--- src/sv/variable_rate_sample_player_macros.svh ---
// Assertion helpers shared by the player RTL.
// Each macro expects clk and rst to be in scope at the place of use.
`ifndef VARIABLE_RATE_SAMPLE_PLAYER_MACROS_SVH
`define VARIABLE_RATE_SAMPLE_PLAYER_MACROS_SVH

// Same-cycle implication, checked outside reset.
`define VRSP_ASSERT_NOW(label, ante, cons) \
  label: assert property (@(posedge clk) disable iff (rst) (ante) |-> (cons)) \
    else $error("vrsp assertion failed");

// Next-cycle implication, checked outside reset.
`define VRSP_ASSERT_NEXT(label, ante, cons) \
  label: assert property (@(posedge clk) disable iff (rst) (ante) |=> (cons)) \
    else $error("vrsp assertion failed");

`endif

--- src/sv/vrsp_pkg.sv ---
`default_nettype none

package vrsp_pkg;

  // Store geometry and position format
  localparam int ADDR_BITS = 16;
  localparam int FRAC_BITS = 16;
  localparam int DEPTH     = 1 << ADDR_BITS;
  localparam int CNT_W     = ADDR_BITS + 1;
  localparam int POS_W     = ADDR_BITS + 1 + FRAC_BITS;
  localparam int DEN_W     = CNT_W + FRAC_BITS;
  localparam int IDX_W     = POS_W + 1 - FRAC_BITS;

  // Item fields
  localparam int KIND_W   = 3;
  localparam int SADDR_W  = 16;
  localparam int SAMPLE_W = 16;
  localparam int AUDIO_W  = 16;
  localparam int PROG_W   = 16;

  // Registers
  localparam int COUNT_REG_W = 17;
  localparam int SPEED_W     = 19;
  localparam int GAIN_W      = 16;
  localparam int GAIN_FRAC   = 12;
  localparam int CFG_DATA_W  = 19;
  localparam int CFG_IDX_W   = 2;

  // Position arithmetic widths
  localparam int SUM_W  = ((POS_W > SPEED_W) ? POS_W : SPEED_W) + 1;
  localparam int NXT_W  = SUM_W + 1;
  localparam int RND_W  = NXT_W - FRAC_BITS;
  localparam int PROD_W = SAMPLE_W + GAIN_W + 1;
  localparam int GSH_W  = PROD_W + 1 - GAIN_FRAC;
  localparam int STEP_W = $clog2(PROG_W + 1);

  localparam logic [KIND_W-1:0] KIND_TICK  = 3'd0;
  localparam logic [KIND_W-1:0] KIND_WRITE = 3'd1;
  localparam logic [KIND_W-1:0] KIND_PLAY  = 3'd2;
  localparam logic [KIND_W-1:0] KIND_PAUSE = 3'd3;
  localparam logic [KIND_W-1:0] KIND_STOP  = 3'd4;

  localparam logic [CFG_IDX_W-1:0] REG_SAMPLE_COUNT = 2'd0;
  localparam logic [CFG_IDX_W-1:0] REG_SPEED        = 2'd1;
  localparam logic [CFG_IDX_W-1:0] REG_LOOP         = 2'd2;
  localparam logic [CFG_IDX_W-1:0] REG_GAIN         = 2'd3;

  localparam logic [SPEED_W-1:0] SPEED_RESET = 19'd65536;
  localparam logic [GAIN_W-1:0]  GAIN_RESET  = 16'd4096;

  // Progress divider result
  typedef struct packed {
    logic              done;
    logic [PROG_W-1:0] quotient;
  } div_result_t;

endpackage

`default_nettype wire

--- src/sv/vrsp_div.sv ---
`default_nettype none

// Progress divider: floor(pos * 2^16 / (count << FRAC_BITS)), one bit a cycle
module vrsp_div (
  input  wire logic                        clk,
  input  wire logic                        rst,
  input  wire logic                        start,
  input  wire logic [vrsp_pkg::POS_W-1:0]  pos,
  input  wire logic [vrsp_pkg::CNT_W-1:0]  count,
  output vrsp_pkg::div_result_t            result
);

  logic [vrsp_pkg::DEN_W-1:0]  den;
  logic [vrsp_pkg::DEN_W-1:0]  rem;
  logic [vrsp_pkg::PROG_W-1:0] quo;
  logic [vrsp_pkg::STEP_W-1:0] steps;
  logic                        busy;
  logic                        done;
  logic [vrsp_pkg::DEN_W-1:0]  den_start;
  logic [vrsp_pkg::DEN_W:0]    rem2;
  logic                        fits;

  assign den_start = {count, {vrsp_pkg::FRAC_BITS{1'b0}}};
  assign rem2      = {rem, 1'b0};
  assign fits      = rem2 >= {1'b0, den};

  // Control: start, iterate, signal done
  always_ff @(posedge clk) begin
    if (rst) begin
      busy <= 1'b0;
      done <= 1'b0;
    end else begin
      done <= 1'b0;
      if (start) begin
        if (count == '0 || vrsp_pkg::DEN_W'(pos) >= den_start) begin
          done <= 1'b1;
        end else begin
          busy <= 1'b1;
        end
      end else if (busy && steps == vrsp_pkg::STEP_W'(1)) begin
        busy <= 1'b0;
        done <= 1'b1;
      end
    end
  end

  // Datapath: restoring division with a running remainder
  always_ff @(posedge clk) begin
    if (start) begin
      den   <= den_start;
      rem   <= vrsp_pkg::DEN_W'(pos);
      steps <= vrsp_pkg::STEP_W'(vrsp_pkg::PROG_W);
      if (count == '0) begin
        quo <= '0;
      end else if (vrsp_pkg::DEN_W'(pos) >= den_start) begin
        quo <= '1;
      end else begin
        quo <= '0;
      end
    end else if (busy) begin
      rem   <= fits ? vrsp_pkg::DEN_W'(rem2 - {1'b0, den}) : vrsp_pkg::DEN_W'(rem2);
      quo   <= {quo[vrsp_pkg::PROG_W-2:0], fits};
      steps <= steps - vrsp_pkg::STEP_W'(1);
    end
  end

  assign result.done     = done;
  assign result.quotient = quo;

endmodule

`default_nettype wire

--- config.mk ---
export PLATFORM = sky130hd
export DESIGN_NAME = vrsp_div
export DESIGN_NICKNAME = d
export VERILOG_FILES = /design/src/sv/variable_rate_sample_player_macros.svh /design/src/sv/vrsp_pkg.sv /design/src/sv/vrsp_div.sv
export SDC_FILE = /design/constraint.sdc
export NUM_CORES = 1
export LEC_CHECK = 0
export ABC_AREA = 1
export BUFFER_PORTS_ARGS = -buffer_cell sky130_fd_sc_hd__buf_2
export CAP_MARGIN = 10
export CORE_MARGIN = 10
export CORE_UTILIZATION = 55
export DETAILED_ROUTE_END_ITERATION = 6
export GPL_TIMING_DRIVEN = 0
export PLACE_DENSITY = 0.86
export SYNTH_ARGS = -nofsm -noshare
export SYNTH_HDL_FRONTEND = slang
export SYNTH_SLANG_ARGS = --single-unit
--- constraint.sdc ---
create_clock -name clk -period 5.9 [get_ports clk]
set_input_delay 0.59 -clock clk [delete_from_list [all_inputs] [get_ports clk]]
set_output_delay 0.59 -clock clk [all_outputs]
set_load 0.02 [all_outputs]
Word-level counts from Yosys, hierarchy flattened. Cells that the tools add are included.

Bits in registers: 73.

Add/subtract/negate cells: 2. Multiplexer cells: 13. $lt $le $gt $ge: 2. Equal/unequal tests: 2. Reductions and logical operators: 6.

Operator list (count): $mux W33 (3); $mux W16 (4); $ge A34 B33 Y1 (1); $ge A33 B33 Y1 (1); $sub A33 B33 Y33 (1); $logic_not A17 Y1 (1); $mux W1 (6); $eq A5 B1 Y1 const B (1); $sub A5 B1 Y5 const B (1); $reduce_bool A2 Y1 (2); $ne A2 B2 Y1 const B (1); $reduce_and A2 Y1 (1); $logic_and A1 B1 Y1 (1); $logic_or A1 B1 Y1 (1).

Longest topological paths before layout.
Depth after elaboration: 4. Depth in mapped cells: 16. Depth with buffers taken out: 15.

Worst setup path before layout. Ideal clock, no wire load.

Path kind: input to register. Start: in start. End: reg quo[0] in the netlist's numbering, enable pin. Stages on the path: 4. Required time: 5.492 ns. Setup time: 0.408 ns. Data arrival time: 2.294 ns. Path slack: 3.199 ns. Buffers on the path: 2. Cell sequence: clkbuf_1 -> inv_2 -> buf_1 -> nand2_1.

Word-level cells in the longest chain between the ends: 1.

RTL lines: start: declaration (line vrsp_div.sv:7) `input wire logic start,`; $reduce_bool A2 Y1 (no line); end signal: assignment (line vrsp_div.sv:62) `quo <= {quo[vrsp_pkg::PROG_W-2:0], fits};`; end: declaration (line vrsp_div.sv:15) `logic [vrsp_pkg::PROG_W-1:0] quo;`.

Every way passes these cells. A chain may end at the register's enable or synchronous reset.

Final worst setup path.
Start: reg den[16] in the netlist's numbering. End: reg rem[29] in the netlist's numbering, data pin.

Word-level cells in the longest chain between the ends: 4. Elaborated cells on any way between the ends: 5. Those cells by class: 1 x add/sub; 1 x order compare; 3 x mux.

RTL lines: start: declaration (line vrsp_div.sv:13) `logic [vrsp_pkg::DEN_W-1:0] den;`; start signal: assignment (line vrsp_div.sv:50) `den <= den_start;`; $sub A33 B33 Y33 / $ge A34 B33 Y1 (equally long branches) (line vrsp_div.sv:61, vrsp_div.sv:25); $mux W33 * (line vrsp_div.sv:61) `rem <= fits ? vrsp_pkg::DEN_W'(rem2 - {1'b0, den}) : vrsp_pkg::DEN_W'(rem2);`; $mux W33 * (line vrsp_div.sv:60) `end else if (busy) begin`; $mux W33 * (line vrsp_div.sv:49) `if (start) begin`; end signal: assignment (line vrsp_div.sv:51) `rem <= vrsp_pkg::DEN_W'(pos);`; end signal: assignment (line vrsp_div.sv:61); end: declaration (line vrsp_div.sv:14) `logic [vrsp_pkg::DEN_W-1:0] rem;`.

Every way passes the cells marked *; elsewhere a longest branch is shown, timed or not. The select of a mux whose other input is x is not followed.

==> summary.txt <==
Layout
  • Filler instances: approximately 720
  • Final Non-Filler Cells: 824
  • NumNets Final: roughly 800
  • Layout area overhead: 14.5%
  • Share of layout cells above drive strength 1: 0.147
  • Antenna cell count: 0

Setup path
  • Maximum fanout along the worst path: 10
  • Data required, critical path: 6.00 ns
  • Crit Path Class: reg2reg
  • Critical path endpoint category: flip-flop
  • R2R depth: 15
  • Critical Path Start Type: flip-flop
  • Arr. time, crit path: about 2.7 ns

GRT
  • Vias in the first global route: 4,451
  • Largest net degree at the start of global routing: 36
  • GRT overflow: 0
  • Initial antenna violation count: 0
  • First-pass GRT wire length: 20.6 mm
  • Gr usage total: 0.194

Clocking
  • Postcts setup bufs: 0
  • CTS Sinks: 73
  • Worst skew pair latency: 0.35 ns
  • CTS tree: done
  • Clock Tree Root: clkbuf_8
  • Hold-fix buffers, CTS: 0
  • CTS Buf Count: 9
  • Resized Gates After CTS: 0
  • H-tree depth: 3
  • Clk buf depth: 2
  • Reg clk slew, reported paths: 0.08 ns

Drt
  • Vias: 4,419
  • DRC Markers: 0
  • Vias per Instance: between 5 and 6
  • Routed Wire Length: 12.4 mm
  • Final ANT Viol Nets: 0
  • DR WL/cell: approximately 15 um
  • Drt initial violations: 338
  • 1st-pass router iterations: 5

Synthesis
  • Synth Register Bits: 73
  • Top cells by area, synth: edfxtp_1, nand2_1, ha_1, inv_1, nand3_1
  • Simple-gate share of the synthesized area: 0.315
  • Mapped Nets: 720
  • Top cell type's share of synthesized area: 0.409
  • Yosys top cell by area: edfxtp_1
  • Post-Synthesis Cell Area: 4850 um^2
  • Number of distinct library cells after synthesis: 29
  • Register area share after synthesis: 0.437
  • Synth warnings: 0
  • Mux cell area share after synthesis: 0
  • Cells after Synth: 630
  • Avg Cell Area, Syn: a little under 8 um^2
  • Compound-gate portion of the synthesized area: 0.0320
  • Largest family of logic cells by synthesized area: simple AND/OR/NAND/NOR gates
  • Fraction of the mapped netlist area in adder cells: 0.0970
  • XOR/XNOR Fraction of Synth Area: 0.0126

Timing
  • Minimum clock period: 2.60 ns
  • Worst slew pin tran: between 0.5 and 0.6 ns
  • Final period util: 0.442
  • Fin Hold WS: 0.404 ns
  • Worst Skew: 0.0136 ns
  • Maximum clock rate: 384 MHz
  • RSZ-0062 raised after global routing: false
  • Hold Fails Final Rpt: 0
  • Slew HR: 0.666
  • Max-slew violation count: 0
  • Final setup fails: 0
  • Sum of negative setup slack: 0 ns

Min path
  • Hold depth: 2
  • Worst min-delay path class: in2reg

Job
  • Max Cap Violations: 0

Pwr
  • Lkg Pwr: roughly 3.0 nW
  • PwrDens: 301 nW/um^2
  • Peak supply drop: 192 uV

Floorplan
  • Chip Width: between 100 and 150 um
  • Std-Cell Rows: 34
  • Number of primary I/O pins: 70
  • Die ar.: roughly 13,000 um^2
  • Core Area: 8640 um^2
  • Starting Density: 0.562
  • Die Ht: 114 um

Placed design
  • Port Buffer Count: 69
  • Inst Count DP: roughly 810
  • Placer congestion estimate: 0.936
  • Detailed Place HPWL: 9.64 mm

Outcome
  • Status: completed
[sequential cells by signal, summed over array words and instances (netlist names)]
name	count
steps	5
den	17
busy	1
done	1
rem	33
quo	16
[synth_stat cells (all sizes together)]
cell type    n
nand4        6
and2         2
nor3         7
o21ai       10
fa           1
inv        106
nor2        39
and3         2
a21oi       21
nand3b       8
clkbuf       8
nor3b        1
buf          6
xnor2        4
edfxtp      66
nand3       55
xor2         3
nand2      241
dfxtp        7
ha          36
or2          1
[layout make-up]
cell class | count | area, um^2 | area share
Multi-Input combinational cell | 437 | 2220 | 0.399
Sequential cell | 73 | 2120 | 0.382
Inverter | 106 | 398 | 0.0716
Timing Repair Buffer | 70 | 365 | 0.0658
Tap cell | 108 | 135 | 0.0243
Clock buffer | 9 | 124 | 0.0223
Buffer | 14 | 116 | 0.0210
Clock inverter | 7 | 76.3 | 0.0137
[logic make-up after synthesis]
| family | Yosys count |
|---|---|
| buffers and inverters | 120 |
| AND/OR/NAND/NOR | 362 |
| AO/OA/AOI/OAI | 31 |
| adder cells (fa/ha/maj) | 37 |
| XOR/XNOR | 7 |
| flip-flops | 73 |
[cells in the final DEF, fill, tap and decap left out, types with 7 or more instances in the layout]
| master | n |
|---|---|
| ha_1 | 36 |
| buf_2 | 72 |
| clkbuf_8 | 13 |
| nand3b_1 | 8 |
| o21ai_0 | 10 |
| inv_1 | 105 |
| nand3_1 | 55 |
| dfxtp_1 | 7 |
| nand2_1 | 234 |
| edfxtp_1 | 66 |
| nor2_1 | 37 |
| a21oi_1 | 21 |
| nor3_1 | 7 |
[layer usage]
| layer | vias to the layer above | wire length, um | part of all wire | track usage |
|---|---|---|---|---|
| li1 | 2161 | - | - | - |
| met1 | 2038 | 5050 | 0.41 | 0.229 |
| met2 | 196 | 6220 | 0.50 | 0.341 |
| met3 | 24 | 858 | 0.069 | 0.0383 |
| met4 | 0 | 282 | 0.023 | 0.0668 |
| met5 | - | 0 | 0 | 0 |
[metrics by stage]
step | setup WS (ns) | power (mW) | util | cell area [um^2]
floorplan | 3.20 | 1.11 | - | 4850
global placement | 2.01 | 1.24 | 0.617 | 5330
detailed placement | 2.94 | 1.27 | 0.620 | 5350
CTS | 3.32 | 1.67 | 0.643 | 5550
global route | 3.14 | 1.78 | 0.643 | 5550
finish | 3.30 | 1.67 | 0.643 | 5550
[path summary, 6_finish.rpt]
| kind | from | to | slack, ns |
|---|---|---|---|
| worst max-delay path | den[16] | rem[29] | 3.30 |
| worst min-delay path | rst | busy | 0.40 |
| worst max register to register | den[16] | rem[29] | 3.30 |
| worst min register to register | steps[2] | steps[2] | 0.50 |
[worst max-delay path, cell delays in order, from the launching register on]
cell      delay, ns
edfxtp_1       0.38
ha_1           0.23
fa_1           0.41
inv_1          0.07
nand2_1        0.05
nand2_1        0.11
nand3_1        0.08
nand2_1        0.14
nand2_1        0.14
nand2_2        0.13
nand2_4        0.10
nand2_4        0.17
buf_12         0.15
nand2_2        0.05
nand3_1        0.06
nand2_1        0.06
[power by group]
| group | switching, mW | internal [mW] |
|---|---|---|
| logic | 0.371 | 0.212 |
| registers | 0.0341 | 0.650 |
| clock network | 0.209 | 0.198 |
No activity file was read; power rests on OpenSTA's default activity.
